==> config.mk <==
export PLATFORM = sky130hd
export DESIGN_NAME = periodic_task_dispatcher
export DESIGN_NICKNAME = d
export VERILOG_FILES = /design/src/design/ptd_pkg.sv /design/src/design/ptd_task_ram.sv /design/src/design/ptd_rem_unit.sv /design/src/design/periodic_task_dispatcher.sv
export SDC_FILE = /design/constraint.sdc
export NUM_CORES = 1
export LEC_CHECK = 0
export BUFFER_PORTS_ARGS = -buffer_cell sky130_fd_sc_hd__buf_4
export CORE_ASPECT_RATIO = 2
export CORE_MARGIN = 2
export CORE_UTILIZATION = 25
export DETAILED_ROUTE_END_ITERATION = 16
export PLACE_DENSITY = 0.4
export SYNTH_ARGS = -nofsm -noshare
export SYNTH_HDL_FRONTEND = slang
export SYNTH_SLANG_ARGS = --single-unit
==> constraint.sdc <==
create_clock -name clk -period 4.03 [get_ports clk]
set_clock_uncertainty 0.05 [all_clocks]
set_input_delay 0.2015 -clock clk [delete_from_list [all_inputs] [get_ports clk]]
set_output_delay 0.2015 -clock clk [all_outputs]
set_load 0.03 [all_outputs]
==> src/design/ptd_pkg.sv <==
package ptd_pkg;

  // Sizing of the queue and slot store.
  localparam int NUM_QUEUES      = 4;
  localparam int TASKS_PER_QUEUE = 8;
  localparam int TASK_ID_BITS    = 8;
  localparam int Q_BITS          = 2;
  localparam int S_BITS          = 3;
  localparam int ADDR_BITS       = Q_BITS + S_BITS;
  localparam int TOTAL_SLOTS     = NUM_QUEUES * TASKS_PER_QUEUE;
  localparam int NUM_PERIOD_REGS = 4;

  // Configuration port widths and field widths.
  localparam int CFG_IDX_BITS  = 3;
  localparam int CFG_DATA_BITS = 16;
  localparam int QC_BITS       = 3;
  localparam int PERIOD_BITS   = 16;
  localparam int TICK_BITS     = 32;
  localparam int TICK_CNT_BITS = 5;

  // Configuration register indexes.
  localparam logic [CFG_IDX_BITS-1:0] CFG_QUEUE_COUNT = 3'd0;
  localparam logic [CFG_IDX_BITS-1:0] CFG_PERIOD_Q0   = 3'd1;

  // Input actions.
  localparam logic [1:0] ACT_TICK   = 2'd0;
  localparam logic [1:0] ACT_ADD    = 2'd1;
  localparam logic [1:0] ACT_REMOVE = 2'd2;

  // Result kinds.
  localparam logic [1:0] KIND_ADD      = 2'd0;
  localparam logic [1:0] KIND_REMOVE   = 2'd1;
  localparam logic [1:0] KIND_DISPATCH = 2'd2;
  localparam logic [1:0] KIND_END      = 2'd3;

  typedef struct packed {
    logic [1:0]  action;
    logic [1:0]  queue_sel;
    logic [2:0]  slot_sel;
    logic [7:0]  task_id;
    logic [31:0] tick_value;
  } in_item_t;

  typedef struct packed {
    logic [1:0] kind;
    logic       ok;
    logic [1:0] queue_out;
    logic [2:0] slot_out;
    logic [7:0] task_out;
    logic       last;
  } out_item_t;

  // Control of the remainder units, shared by all of them.
  typedef struct packed {
    logic load;
    logic step;
    logic dbit;
  } rem_ctl_t;

  // Index of the lowest set bit of a slot bitmap; zero when none is set.
  function automatic logic [S_BITS-1:0] lowest_set(input logic [TASKS_PER_QUEUE-1:0] bits);
    logic [S_BITS-1:0] idx;
    idx = '0;
    for (int i = TASKS_PER_QUEUE - 1; i >= 0; i--) begin
      if (bits[i]) begin
        idx = S_BITS'(i);
      end
    end
    return idx;
  endfunction

endpackage

==> src/design/ptd_task_ram.sv <==
module ptd_task_ram import ptd_pkg::*; (
  input  logic                    clk,
  input  logic                    we,
  input  logic [ADDR_BITS-1:0]    waddr,
  input  logic [TASK_ID_BITS-1:0] wdata,
  input  logic                    re,
  input  logic [ADDR_BITS-1:0]    raddr,
  output logic [TASK_ID_BITS-1:0] rdata
);

  logic [TASK_ID_BITS-1:0] mem [TOTAL_SLOTS];
  logic [TASK_ID_BITS-1:0] rdata_r;

  // One write port, one read port with registered data held between reads.
  always_ff @(posedge clk) begin
    if (we) begin
      mem[waddr] <= wdata;
    end
    if (re) begin
      rdata_r <= mem[raddr];
    end
  end

  assign rdata = rdata_r;

endmodule

==> src/design/ptd_rem_unit.sv <==
module ptd_rem_unit import ptd_pkg::*; (
  input  logic                   clk,
  input  rem_ctl_t               ctl,
  input  logic [PERIOD_BITS-1:0] period,
  output logic                   rem_zero
);

  logic [PERIOD_BITS-1:0] div_r, div_nxt;
  logic [PERIOD_BITS-1:0] rem_r, rem_nxt;
  logic [PERIOD_BITS:0]   trial;

  // Restoring remainder, one dividend bit per step, most significant first.
  always_comb begin
    div_nxt = div_r;
    rem_nxt = rem_r;
    trial   = {rem_r, ctl.dbit};
    if (ctl.load) begin
      // A period of zero behaves as a period of one.
      div_nxt = (period == '0) ? PERIOD_BITS'(1) : period;
      rem_nxt = '0;
    end else if (ctl.step) begin
      if (trial >= {1'b0, div_r}) begin
        rem_nxt = PERIOD_BITS'(trial - {1'b0, div_r});
      end else begin
        rem_nxt = trial[PERIOD_BITS-1:0];
      end
    end
  end

  always_ff @(posedge clk) begin
    div_r <= div_nxt;
    rem_r <= rem_nxt;
  end

  assign rem_zero = (rem_r == '0);

endmodule

==> src/design/periodic_task_dispatcher.sv <==
// Add and remove items: the reply is registered in the cycle after the item is taken.
// Tick items: bit-serial period checks over the 32 tick bits (all queues in parallel),
// then a walk that reads each dispatched task (S_SCAN, S_READ), steps through the queues
// in use and ends with the end item; the walk waits while results are stalled.
// One item is worked on at a time. Reset (synchronous, rst_n low) clears the
// presence bitmaps, sets the queue count to 0 and every period to 1.
module periodic_task_dispatcher import ptd_pkg::*; (
  input  logic                     clk,
  input  logic                     rst_n,
  input  logic                     in_valid,
  output logic                     in_ready,
  input  in_item_t                 in_item,
  output logic                     out_valid,
  input  logic                     out_ready,
  output out_item_t                out_item,
  input  logic                     cfg_valid,
  output logic                     cfg_ready,
  input  logic [CFG_IDX_BITS-1:0]  cfg_index,
  input  logic [CFG_DATA_BITS-1:0] cfg_data
);

  typedef enum logic [3:0] {
    S_IDLE = 4'b0001,
    S_DIV  = 4'b0010,
    S_SCAN = 4'b0100,
    S_READ = 4'b1000
  } state_t;

  state_t                     state_r, state_nxt;
  logic [QC_BITS-1:0]         queue_count_r, queue_count_nxt;
  logic [PERIOD_BITS-1:0]     period_r [NUM_QUEUES];
  logic [PERIOD_BITS-1:0]     period_nxt [NUM_QUEUES];
  logic [TASKS_PER_QUEUE-1:0] present_r [NUM_QUEUES];
  logic [TASKS_PER_QUEUE-1:0] present_nxt [NUM_QUEUES];
  logic [TICK_BITS-1:0]       tick_r, tick_nxt;
  logic [TICK_CNT_BITS-1:0]   cnt_r, cnt_nxt;
  logic [Q_BITS-1:0]          q_r, q_nxt;
  logic [S_BITS-1:0]          slot_r, slot_nxt;
  logic [TASKS_PER_QUEUE-1:0] taken_r, taken_nxt;
  logic                       out_valid_r, out_valid_nxt;
  out_item_t                  out_item_r, out_item_nxt;

  logic [QC_BITS-1:0]         nq;
  logic                       out_free;
  logic                       accept;
  logic                       qsel_ok;
  logic [TASKS_PER_QUEUE-1:0] sel_bits;
  logic [TASKS_PER_QUEUE-1:0] pending;
  logic [S_BITS-1:0]          pick;
  logic [NUM_QUEUES-1:0]      due;
  rem_ctl_t                   rem_ctl;
  logic                       ram_we;
  logic [ADDR_BITS-1:0]       ram_waddr;
  logic                       ram_re;
  logic [ADDR_BITS-1:0]       ram_raddr;
  logic [TASK_ID_BITS-1:0]    ram_rdata;

  // Task identifier store.
  ptd_task_ram u_ram (
    .clk   (clk),
    .we    (ram_we),
    .waddr (ram_waddr),
    .wdata (in_item.task_id),
    .re    (ram_re),
    .raddr (ram_raddr),
    .rdata (ram_rdata)
  );

  // One remainder unit per queue decides whether its period divides the tick.
  for (genvar g = 0; g < NUM_QUEUES; g++) begin : g_rem
    ptd_rem_unit u_rem (
      .clk      (clk),
      .ctl      (rem_ctl),
      .period   (period_r[g]),
      .rem_zero (due[g])
    );
  end

  // Handshake and shared decode.
  assign nq        = (queue_count_r > QC_BITS'(NUM_QUEUES)) ? QC_BITS'(NUM_QUEUES)
                                                            : queue_count_r;
  assign out_free  = !out_valid_r || out_ready;
  assign in_ready  = (state_r == S_IDLE) && out_free;
  assign accept    = in_valid && in_ready;
  assign cfg_ready = 1'b1;
  assign out_valid = out_valid_r;
  assign out_item  = out_item_r;
  assign qsel_ok   = (QC_BITS'(in_item.queue_sel) < nq);
  assign sel_bits  = present_r[in_item.queue_sel];
  assign pending   = due[q_r] ? (present_r[q_r] & ~taken_r) : '0;
  assign pick      = lowest_set(pending);
  assign ram_raddr = {q_r, pick};

  // Configuration writes.
  always_comb begin
    queue_count_nxt = queue_count_r;
    for (int q = 0; q < NUM_QUEUES; q++) begin
      period_nxt[q] = period_r[q];
    end
    if (cfg_valid && cfg_ready) begin
      if (cfg_index == CFG_QUEUE_COUNT) begin
        queue_count_nxt = cfg_data[QC_BITS-1:0];
      end
      for (int q = 0; q < NUM_QUEUES; q++) begin
        if (q < NUM_PERIOD_REGS && cfg_index == CFG_IDX_BITS'(CFG_PERIOD_Q0 + q)) begin
          period_nxt[q] = cfg_data[PERIOD_BITS-1:0];
        end
      end
    end
  end

  // Main sequencer: item acceptance, tick division, and the dispatch walk.
  always_comb begin
    state_nxt     = state_r;
    tick_nxt      = tick_r;
    cnt_nxt       = cnt_r;
    q_nxt         = q_r;
    slot_nxt      = slot_r;
    taken_nxt     = taken_r;
    out_valid_nxt = out_valid_r && !out_ready;
    out_item_nxt  = out_item_r;
    for (int q = 0; q < NUM_QUEUES; q++) begin
      present_nxt[q] = present_r[q];
    end
    rem_ctl       = '0;
    ram_we        = 1'b0;
    ram_waddr     = {in_item.queue_sel, lowest_set(~sel_bits)};
    ram_re        = 1'b0;

    unique case (state_r)
      S_IDLE: begin
        if (accept) begin
          out_item_nxt           = '0;
          out_item_nxt.queue_out = in_item.queue_sel;
          out_item_nxt.last      = 1'b1;
          case (in_item.action)
            ACT_ADD: begin
              out_valid_nxt     = 1'b1;
              out_item_nxt.kind = KIND_ADD;
              if (qsel_ok && !(&sel_bits)) begin
                ram_we                 = 1'b1;
                out_item_nxt.ok        = 1'b1;
                out_item_nxt.slot_out  = lowest_set(~sel_bits);
                present_nxt[in_item.queue_sel] =
                  sel_bits | (TASKS_PER_QUEUE'(1) << lowest_set(~sel_bits));
              end
            end
            ACT_REMOVE: begin
              out_valid_nxt         = 1'b1;
              out_item_nxt.kind     = KIND_REMOVE;
              out_item_nxt.slot_out = in_item.slot_sel;
              if (qsel_ok && sel_bits[in_item.slot_sel]) begin
                out_item_nxt.ok = 1'b1;
                present_nxt[in_item.queue_sel] =
                  sel_bits & ~(TASKS_PER_QUEUE'(1) << in_item.slot_sel);
              end
            end
            ACT_TICK: begin
              if (nq == '0) begin
                // No queues in use: a lone failing end item.
                out_valid_nxt          = 1'b1;
                out_item_nxt.kind      = KIND_END;
                out_item_nxt.queue_out = '0;
              end else begin
                rem_ctl.load = 1'b1;
                tick_nxt     = in_item.tick_value;
                cnt_nxt      = '0;
                state_nxt    = S_DIV;
              end
            end
            default: begin
            end
          endcase
        end
      end
      S_DIV: begin
        rem_ctl.step = 1'b1;
        rem_ctl.dbit = tick_r[TICK_BITS-1];
        tick_nxt     = {tick_r[TICK_BITS-2:0], 1'b0};
        cnt_nxt      = cnt_r + 1'b1;
        if (cnt_r == TICK_CNT_BITS'(TICK_BITS - 1)) begin
          q_nxt     = '0;
          taken_nxt = '0;
          state_nxt = S_SCAN;
        end
      end
      S_SCAN: begin
        if (pending != '0) begin
          ram_re    = 1'b1;
          slot_nxt  = pick;
          state_nxt = S_READ;
        end else if (QC_BITS'(q_r) + 1'b1 < nq) begin
          q_nxt     = q_r + 1'b1;
          taken_nxt = '0;
        end else if (out_free) begin
          out_valid_nxt     = 1'b1;
          out_item_nxt      = '0;
          out_item_nxt.kind = KIND_END;
          out_item_nxt.ok   = 1'b1;
          out_item_nxt.last = 1'b1;
          state_nxt         = S_IDLE;
        end
      end
      S_READ: begin
        // Read data stays in the memory's output register until taken here.
        if (out_free) begin
          out_valid_nxt          = 1'b1;
          out_item_nxt.kind      = KIND_DISPATCH;
          out_item_nxt.ok        = 1'b1;
          out_item_nxt.queue_out = q_r;
          out_item_nxt.slot_out  = slot_r;
          out_item_nxt.task_out  = ram_rdata;
          out_item_nxt.last      = 1'b0;
          taken_nxt              = taken_r | (TASKS_PER_QUEUE'(1) << slot_r);
          state_nxt              = S_SCAN;
        end
      end
      default: begin
        state_nxt = S_IDLE;
      end
    endcase
  end

  // Control and configuration registers.
  always_ff @(posedge clk) begin
    if (!rst_n) begin
      state_r       <= S_IDLE;
      out_valid_r   <= 1'b0;
      queue_count_r <= '0;
      for (int q = 0; q < NUM_QUEUES; q++) begin
        period_r[q]  <= PERIOD_BITS'(1);
        present_r[q] <= '0;
      end
    end else begin
      state_r       <= state_nxt;
      out_valid_r   <= out_valid_nxt;
      queue_count_r <= queue_count_nxt;
      for (int q = 0; q < NUM_QUEUES; q++) begin
        period_r[q]  <= period_nxt[q];
        present_r[q] <= present_nxt[q];
      end
    end
  end

  // Payload and walk registers.
  always_ff @(posedge clk) begin
    tick_r     <= tick_nxt;
    cnt_r      <= cnt_nxt;
    q_r        <= q_nxt;
    slot_r     <= slot_nxt;
    taken_r    <= taken_nxt;
    out_item_r <= out_item_nxt;
  end

endmodule

==> impl_metrics.ini, run 1 <==
[outcome]
status = completed

[routing]
routed-wl-met2_um = 49200
drtAntennaViolNets = 0
wire_per_inst_um = 22.1
firstDrtPassIters = 5
drc_errors = 0
wl_met1_um = 29700
wirelength_um = 85700
dr.max_layer_used = met5
vias_per_cell = 4.73
vias = 18305
first_iter_violations = 1052
wl_met3_um = 2420

[logic_synthesis]
synthFlopType = edfxtp_1
synthDistinctLibCells = 83
synth_area_leaders = edfxtp_1, dfxtp_1, mux2i_1
syn_nets = 2452
yosysTopAreaCellShare = 0.452
synth_warnings = 0
synth.most_common_cell = edfxtp_1
yosys.area.top_type = edfxtp_1
synth_seq_cells = 565
synth_seq_area_share = 0.581
synthTopCellsByCount = edfxtp_1, nand2_1, dfxtp_1, a21oi_1, clkbuf_1
synth_area_um2 = 26300
avgSynthCellArea_um2 = 11.4
async_reset_ff_frac = 0
syn_inst = 2303
synth_edf_count = 395

[sta]
setup_viol = 0
slew_headroom = 0.286
drv_slew = 0
period_minus_slack_ps = 3880
fin_crit_sh = 0.964
rsz0062_at_grt = no
worst_pin_slew_ps = 1070
fmax_ghz = 0.257
hold_viol_final = 0

[setup_path]
cp_max_fo = 16
r2r_start = q_r[0]$_DFFE_PP_
reg2reg_depth = 15
arrival_ps = 4210
cp-startpoint = q_r[0]$_DFFE_PP_
critical_path_required_ps = 4360
crit_type = flop to flop
endpoint_kind = flop
r2r_slack_ps = 150
cp-start-kind = flop

[pwr]
finalPower_mw = 13.2
leakage_nw = 11.3
power.density_nw_per_um2 = 419
ir_drop_v = 0.000365

[global_route]
grtUsageTotal = 0.158
grt_pass1_wl_um = 125000
antenna_found_initial = 6
grt-ovfl-total = 0
grt_max_degree = 74
grt_pass1_vias = 19404

[hold_path]
hold_path_class = primary input to flop
holdPathStages = 5
min_from = in_item[42]

[cells_and_area]
n_fill_cell = 10552
drive_gt1_frac = 0.152
area_delta_synth_final_pct = 20.1
nNetsFinal = 2608
seq_area_um2 = 15300
multi_input_area_um2 = 9860
stdcell_area_um2 = 31600

[clocking]
cts_tree = yes
clkSinkCount = 565
numCtsBuffers = 55
htreeDepth = 2
clockBufferDepth = 3
path_clk_slew_ps = 70
root_buffer = clkbuf_16
clk_latency_ps = 640

[placed_design]
dp.final_hpwl_um = 64100
place_congestion = 0.829
portBuffers = 89
placed_area_um2 = 28900

[die]
rows = 168
dieWidth_um = 233
io_pins = 91
die_y_um = 462
core-area_um2 = 104000
start_util = 0.251
die-area_um2 = 108000

[job]
max-cap-violations = 0
[area by class of cell]
cell class / instances / share of cell area
sequential: 565 / 0.484
multi-input combinational: 1463 / 0.312
timing repair buffer: 268 / 0.0738
tap: 1360 / 0.0539
clock buffer: 71 / 0.0502
clock inverter: 32 / 0.0131
inverter: 106 / 0.0126
antenna: 2 / 0.000159
[registers in the layout, summed over array words and instances, names as in the netlist, 3 cells and up, named ones only]
register           cells
g_rem.u_rem.rem_r     64
present_r             32
period_r              64
u_ram.rdata            8
cnt_r                  5
u_ram.mem            256
tick_r                32
slot_r                 3
queue_count_r          3
g_rem.u_rem.div_r     64
state_r                4
out_item              17
taken_r                8
[where the power goes]
part | leakage [nW] | total (mW) | switching (mW) | internal (mW)
clock | 0.990 | 5.77 | 2.45 | 3.32
sequential | 5.03 | 6.34 | 0.0760 | 6.27
combinational | 5.29 | 1.09 | 0.618 | 0.477
[routing by layer]
| metal | global-route usage | vias up |
|---|---|---|
| li1 | - | 8723 |
| met1 | 0.151 | 9101 |
| met2 | 0.320 | 329 |
| met3 | 0.0195 | 144 |
| met4 | 0.0745 | 8 |
| met5 | 0 | - |
[placed cells by master, fill, tap and decap left out, drive strengths merged, types with 61 or more instances in the layout]
| master | netlist | final |
|---|---|---|
| mux2i | 129 | 129 |
| a21oi | 153 | 153 |
| clkbuf | 135 | 71 |
| buf | 32 | 207 |
| inv | 106 | 116 |
| nand3 | 61 | 61 |
| dfxtp | 170 | 170 |
| edfxtp | 395 | 395 |
| dlygate4sd3 | 0 | 61 |
| o21ai | 123 | 123 |
| nor2 | 130 | 130 |
| nand2 | 285 | 285 |
| ha | 74 | 74 |
[worst paths after layout]
kind / to
setup / recovery: u_ram.rdata[6]$_DFFE_PP_
hold / removal: present_r[1][3]$_SDFFE_PN0P_
setup reg to reg: u_ram.rdata[6]$_DFFE_PP_
hold reg to reg: g_rem[2].u_rem.div_r[11]$_SDFFCE_PN0P_
[through the flow]
step / utilization / cells / worst slack, ps / hold slack [ps] / TNS, ps
2_1_floorplan: - / 2303 / 70.5 / 250 / 0
3_3_place_gp: 0.277 / 3699 / -111 / 394 / -293
3_5_place_dp: 0.277 / 3699 / -80.0 / 394 / -142
4_1_cts: 0.302 / 3865 / 51.5 / 18.6 / 0
5_1_grt: 0.302 / 3867 / 8.13 / 85.7 / 0
6_report: 0.302 / 3867 / 146 / 73.3 / 0
[cell families (layout without fill, tap and decap cells)]
group | after synthesis | in the layout | share of synthesized area
DFF | 565 | 565 | 0.581
buffers and inverters | 275 | 477 | 0.0456
xor gates and xnor gates | 46 | 46 | 0.0153
other | 1 | 3 | 0.000143
and+or+nand+nor | 702 | 702 | 0.126
adders and majority gates | 78 | 78 | 0.0383
AOI/OAI and AO/OA | 468 | 468 | 0.112
muxes | 168 | 168 | 0.0815
[worst max-delay path: stages (launching register included)]
cell and delay (ps):
edfxtp_1 380, buf_4 210, nor4_2 240, nand4_1 150, or4_1 490, o211ai_1 120, buf_4 170, buf_4 110
and3_4 210, buf_4 180, buf_12 180, buf_4 150, mux2i_1 240, a22oi_1 250, a22o_1 300, nand4bb_1 180
[timing repair]
item,4_1_cts,5_1_grt
pin swaps,0,1
endpoints found under the hold margin,358,0
gates resized for setup,1,4
endpoints found under the setup margin,8,17
setup buffers,2,0
hold buffers,61,0
No activity file was read; power rests on OpenSTA's default activity.
==> inputs of run 2 (changes only) <==
--- a/config.mk
+++ b/config.mk
@@ -5,6 +5,7 @@
 export SDC_FILE = /design/constraint.sdc
 export NUM_CORES = 1
 export LEC_CHECK = 0
+export ABC_AREA = 1
 export BUFFER_PORTS_ARGS = -buffer_cell sky130_fd_sc_hd__buf_4
 export CORE_ASPECT_RATIO = 2
 export CORE_MARGIN = 2
==> impl_metrics.ini, run 2 <==
[logic_synthesis]
synth_warnings = 0
syn_inst = 3047
synth_seq_cells = 565
synth.most_common_cell = nand2_1
synth_edf_count = 395
avgSynthCellArea_um2 = 8.97
yosysTopAreaCellShare = 0.434
syn_nets = 3196
synth_area_um2 = 27300
synth_seq_area_share = 0.559
synthDistinctLibCells = 58
yosys.area.top_type = edfxtp_1
synth_area_leaders = edfxtp_1, dfxtp_1, nand2_1
async_reset_ff_frac = 0
synthFlopType = edfxtp_1
synthTopCellsByCount = nand2_1, edfxtp_1, nand3_1, nor2_1, inv_1

[hold_path]
holdPathStages = 3
min_from = in_item[42]
hold_path_class = primary input to flop
whs_endpoint = out_item[11]$_DFFE_PP_

[pwr]
leakage_nw = 13.0
ir_drop_v = 0.000349
power.density_nw_per_um2 = 627
finalPower_mw = 20.3

[clocking]
root_buffer = clkbuf_16
clockBufferDepth = 3
path_clk_slew_ps = 60
clk_latency_ps = 680
cts_hold_buf = 63
htreeDepth = 2
cts_setup_buffers = 0
clkSinkCount = 565
numCtsBuffers = 59
cts_tree = yes
ctsResizeCount = 0

[routing]
first_iter_violations = 1142
vias_per_cell = 4.62
drtAntennaViolNets = 0
wire_per_inst_um = 19.8
wirelength_um = 91000
firstDrtPassIters = 5
vias = 21223
drc_errors = 0

[setup_path]
path_cells = inv_2 -> a21oi_1 -> o21ai_0 -> a21oi_1 -> o21ai_1 -> and2_4 -> nand2_2 -> nor2_1 -> nor3_2 -> nand2_1 -> nor2_4 -> buf_12
endpoint_kind = flop
reg2reg_depth = 12
critical_path_required_ps = 4270
critPathSlowestCell = dfxtp_1
rr_endpoint = g_rem[0].u_rem.div_r[12]$_SDFFCE_PN0P_
r2r_slack_ps = 580
crit_type = flop to flop
cp_max_fo = 65
cp-start-kind = flop
cpMostUsedCell = a21oi_1
critPathMaxStageDelay_ps = 590
arrival_ps = 3690

[sta]
timing.final.ws_setup_ps = 578
hold_viol_final = 0
slew_headroom = 0.289
fin_crit_sh = 0.856
setup_viol = 0
rsz0062_at_grt = no
drv_slew = 0
fmax_ghz = 0.290
period_minus_slack_ps = 3450
setup_tns_ps = 0
worst_pin_slew_ps = 1070

[global_route]
grtUsageTotal = 0.160
grt_pass1_wl_um = 135000
grt-ovfl-total = 0
antenna_found_initial = 3
grt_pass1_vias = 21990
grt_max_degree = 108

[cells_and_area]
top_register = u_ram.mem
largest_reg_flops = 256
area_delta_synth_final_pct = 18.3
final_cell_mix = nand2_1, edfxtp_1, nand3_1
n_fill_cell = 11434
utilization = 0.298
nNetsFinal = 3305
drive_gt1_frac = 0.106
final_common_cell = nand2_1

[outcome]
status = completed

[placed_design]
place_ws_ps = 552
dp.final_hpwl_um = 62700
place_congestion = 0.802
portBuffers = 89

[die]
dieWidth_um = 238
die-area_um2 = 112000
rows = 171
start_util = 0.252
die_y_um = 472
io_pins = 91
core-area_um2 = 108000

[job]
max-cap-violations = 0
[run 2: cell types whose count changed in the layout (fill, tap and decap cells not counted), sizes merged, moves of 21 or more]
cell / before / now
nand2: 285 / 777
nand3: 61 / 369
nor2: 130 / 283
mux2i: 129 / 0
inv: 116 / 234
a21oi: 153 / 190
mux4: 34 / 0
nor2b: 34 / 0
buf: 207 / 177
and2: 28 / 1
nand3b: 1 / 28
o21ai: 123 / 145
nand4: 29 / 8
[run 2: critical path: cells and delay by family, from the launching register on]
| kind | cells | cell delay [ps] |
|---|---|---|
| AOI/OAI and AO/OA | 4 | 1010 |
| and+or+nand+nor | 6 | 840 |
| DFF | 1 | 590 |
| buffers and inverters | 2 | 570 |
[run 2: kinds of logic (layout without fill, tap and decap cells)]
group / count (synthesis) / count (layout) / share of synthesized area
fa+ha+maj: 78 / 78 / 0.0368
simple gates: 1515 / 1515 / 0.238
other cells: 1 / 2 / 0.000137
flops: 565 / 565 / 0.559
compound gates: 413 / 413 / 0.0867
xor+xnor: 51 / 51 / 0.0163
buf+inv: 424 / 582 / 0.0638
[run 2: final cells by class]
type / instances / area [um^2] / area share
Multi-Input combinational cell: 2058 / 10400 / 0.322
Sequential cell: 565 / 15300 / 0.472
Antenna cell: 1 / 2.50 / 0.0000774
Timing Repair Buffer: 240 / 2120 / 0.0656
Inverter: 232 / 875 / 0.0270
Clock inverter: 36 / 370 / 0.0115
Tap cell: 1384 / 1730 / 0.0535
Clock buffer: 74 / 1570 / 0.0487
[run 2: power breakdown]
part           leakage (nW)  switching [mW]  internal, mW
sequential             4.97           0.307          6.89
combinational          7.09            5.08          2.32
clock                 0.942            2.55          3.11
total                  13.0            7.94          12.3
[run 2: worst max-delay path by stage]
stage	from	end	slack, ps
after floorplan	state_r[3]$_SDFFE_PN0P_	cnt_r[0]$_SDFFCE_PN0P_	140
after global placement	flop	u_ram.rdata[5]$_DFFE_PP_	540
after detailed placement	state_r[3]$_SDFFE_PN0P_	g_rem[2].u_rem.rem_r[14]$_SDFFE_PP0P_	550
after CTS	g_rem[3].u_rem.rem_r[6]$_SDFFE_PP0P_	g_rem[0].u_rem.div_r[4]$_SDFFCE_PN0P_	550
after global routing	state_r[1]$_SDFFE_PN0P_	g_rem[1].u_rem.rem_r[14]$_SDFFE_PP0P_	210
final	flop	g_rem[0].u_rem.div_r[12]$_SDFFCE_PN0P_	580
[run 2: through the flow]
stage / instances / hold WS, ps / instance area, um^2
after floorplan: 3047 / 250 / 27300
after global placement: 4416 / 388 / 29800
after detailed placement: 4416 / 391 / 29800
after CTS: 4589 / 7.05 / 32300
after global routing: 4590 / 61.2 / 32300
final: 4590 / 46.8 / 32300
[run 2: per-layer routing]
layer  up-vias  global-route usage  share of wire
met2       364               0.317           0.55
met1     10225               0.167           0.37
met4         4              0.0639          0.039
met3       153              0.0204          0.032
met5         -                   0        0.00029
li1      10477                   -              -
==> inputs of run 3 (changes only) <==
--- a/config.mk
+++ b/config.mk
@@ -11,7 +11,6 @@
 export CORE_MARGIN = 2
 export CORE_UTILIZATION = 25
 export DETAILED_ROUTE_END_ITERATION = 16
-export PLACE_DENSITY = 0.4
 export SYNTH_ARGS = -nofsm -noshare
 export SYNTH_HDL_FRONTEND = slang
 export SYNTH_SLANG_ARGS = --single-unit
==> constraint.sdc (replaced) <==
create_clock -name clk -period 4.03 [get_ports clk]
set_clock_uncertainty 0.05 [all_clocks]
set_input_delay 0.2015 -clock clk [delete_from_list [all_inputs] [get_ports clk]]
set_output_delay 0.2015 -clock clk [all_outputs]
set_load 0.01 [all_outputs]
==> impl_metrics.ini, run 3 (same netlist as run 2, synthesis figures left out) <==
[sta]
fin_crit_sh = 0.897
setup_viol = 0
drv_slew = 0
timing.final.ws_setup_ps = 417
fmax_ghz = 0.277
slew_headroom = 0.324
hold_viol_final = 0
period_minus_slack_ps = 3610
rsz0062_at_grt = no
worst_pin_slew_ps = 1010
setup_tns_ps = 0

[routing]
vias_per_cell = 4.70
drtAntennaViolNets = 0
drc_errors = 0
vias = 21454
wirelength_um = 80300
wire_per_inst_um = 17.6
firstDrtPassIters = 7
first_iter_violations = 1234

[global_route]
grtUsageTotal = 0.140
grt_pass1_wl_um = 122000
use_met1 = 0.144
grt_pass1_vias = 21342
grt-ovfl-total = 0
grt_util_met2 = 0.269
antenna_found_initial = 1
grt_max_degree = 105
grt_most_used_layer = met2
grt.met3_usage = 0.0166

[cells_and_area]
top_register = u_ram.mem
largest_reg_flops = 256
layout.cells.non_filler = 4565
final_cell_mix = nand2_1, edfxtp_1, nand3_1
area_delta_synth_final_pct = 17.6
drive_gt1_frac = 0.103
nNetsFinal = 3285
final_common_cell = nand2_1

[die]
rows = 171
dieWidth_um = 238
start_util = 0.252
core-area_um2 = 108000
die_y_um = 472
die-area_um2 = 112000
io_pins = 91

[clocking]
cts_setup_buffers = 0
clockBufferDepth = 3
clk_latency_ps = 680
path_clk_slew_ps = 70
numCtsBuffers = 53
cts_hold_buf = 62
cts_tree = yes
htreeDepth = 2
root_buffer = clkbuf_16
clkSinkCount = 565
ctsResizeCount = 0

[placed_design]
place_ws_ps = 415
placedCellCount = 4403
place_congestion = 0.912
dp.final_hpwl_um = 56000
portBuffers = 89

[job]
max-cap-violations = 0

[pwr]
leakage_nw = 12.9
ir_drop_v = 0.000398
power.density_nw_per_um2 = 611
finalPower_mw = 19.6

[setup_path]
critical_path_required_ps = 4490
cp-start-kind = flop
endpoint_kind = flop
crit_type = flop to flop
arrival_ps = 4080
rr_endpoint = g_rem[2].u_rem.rem_r[14]$_SDFFE_PP0P_
r2r_start = state_r[3]$_SDFFE_PN0P_
reg2reg_depth = 13
cp_max_fo = 4
r2r_slack_ps = 420

[hold_path]
holdPathStages = 4
whs_endpoint = out_valid$_SDFF_PN0_
hold_path_class = primary input to flop
min_from = out_ready

[outcome]
status = completed
-- run 3: cell types whose count changed in the layout (fill, tap and decap cells not counted), sizes merged --
cell | before | now
clkinvlp | 4 | 5
bufinv | 5 | 9
buf | 177 | 164
dlygate4sd3 | 63 | 62
clkinv | 25 | 21
clkbuf | 74 | 62
-- run 3: power by group --
group	internal [mW]	switching [mW]
Clock	3.08	2.42
Combinational	2.21	4.73
Sequential	6.89	0.294
Total	12.2	7.45
-- run 3: critical path, cell delays in order, from the launching register on --
cell,delay (ps)
dfxtp_1,360
nor4_4,370
nand2_1,320
ha_1,340
fa_1,400
o21ai_0,430
a21oi_1,190
o21ai_0,290
a21boi_0,180
o21ai_0,230
xnor2_1,140
nand2_1,60
nand3_1,90
a21oi_1,60
-- run 3: worst max path at each step --
stage | start | end | slack, ps
finish | state_r[3]$_SDFFE_PN0P_ | g_rem[2].u_rem.rem_r[14]$_SDFFE_PP0P_ | 420
global route | state_r[3]$_SDFFE_PN0P_ | g_rem[2].u_rem.rem_r[14]$_SDFFE_PP0P_ | 120
CTS | state_r[3]$_SDFFE_PN0P_ | g_rem[2].u_rem.rem_r[14]$_SDFFE_PP0P_ | 430
detailed placement | state_r[3]$_SDFFE_PN0P_ | g_rem[2].u_rem.rem_r[14]$_SDFFE_PP0P_ | 410
global placement | state_r[1]$_SDFFE_PN0P_ | g_rem[2].u_rem.rem_r[14]$_SDFFE_PP0P_ | 370
floorplan | state_r[3]$_SDFFE_PN0P_ | g_rem[1].u_rem.rem_r[14]$_SDFFE_PP0P_ | 240
-- run 3: routing by layer --
layer | vias up | part of all wire
met1 | 10200 | 0.36
met4 | 0 | 0.057
met3 | 226 | 0.044
met2 | 599 | 0.54
met5 | - | 0
li1 | 10429 | -
-- run 3: final cells by class --
cell class                 instances  area, um^2
multi-input combinational       2058       10400
tap                             1384        1730
sequential                       565       15300
clock inverter                    37         523
clock buffer                      62        1380
inverter                         232         875
antenna                            1        2.50
fill                           11330       76300
timing repair buffer             226        1950
-- run 3: metrics by stage --
step	utilization	hold WS, ps	instance area [um^2]
after floorplan	-	250	27300
after global routing	0.296	80.0	32100
after CTS	0.296	56.5	32100
final	0.296	78.9	32100
after global placement	0.273	388	29600
after detailed placement	0.273	390	29600
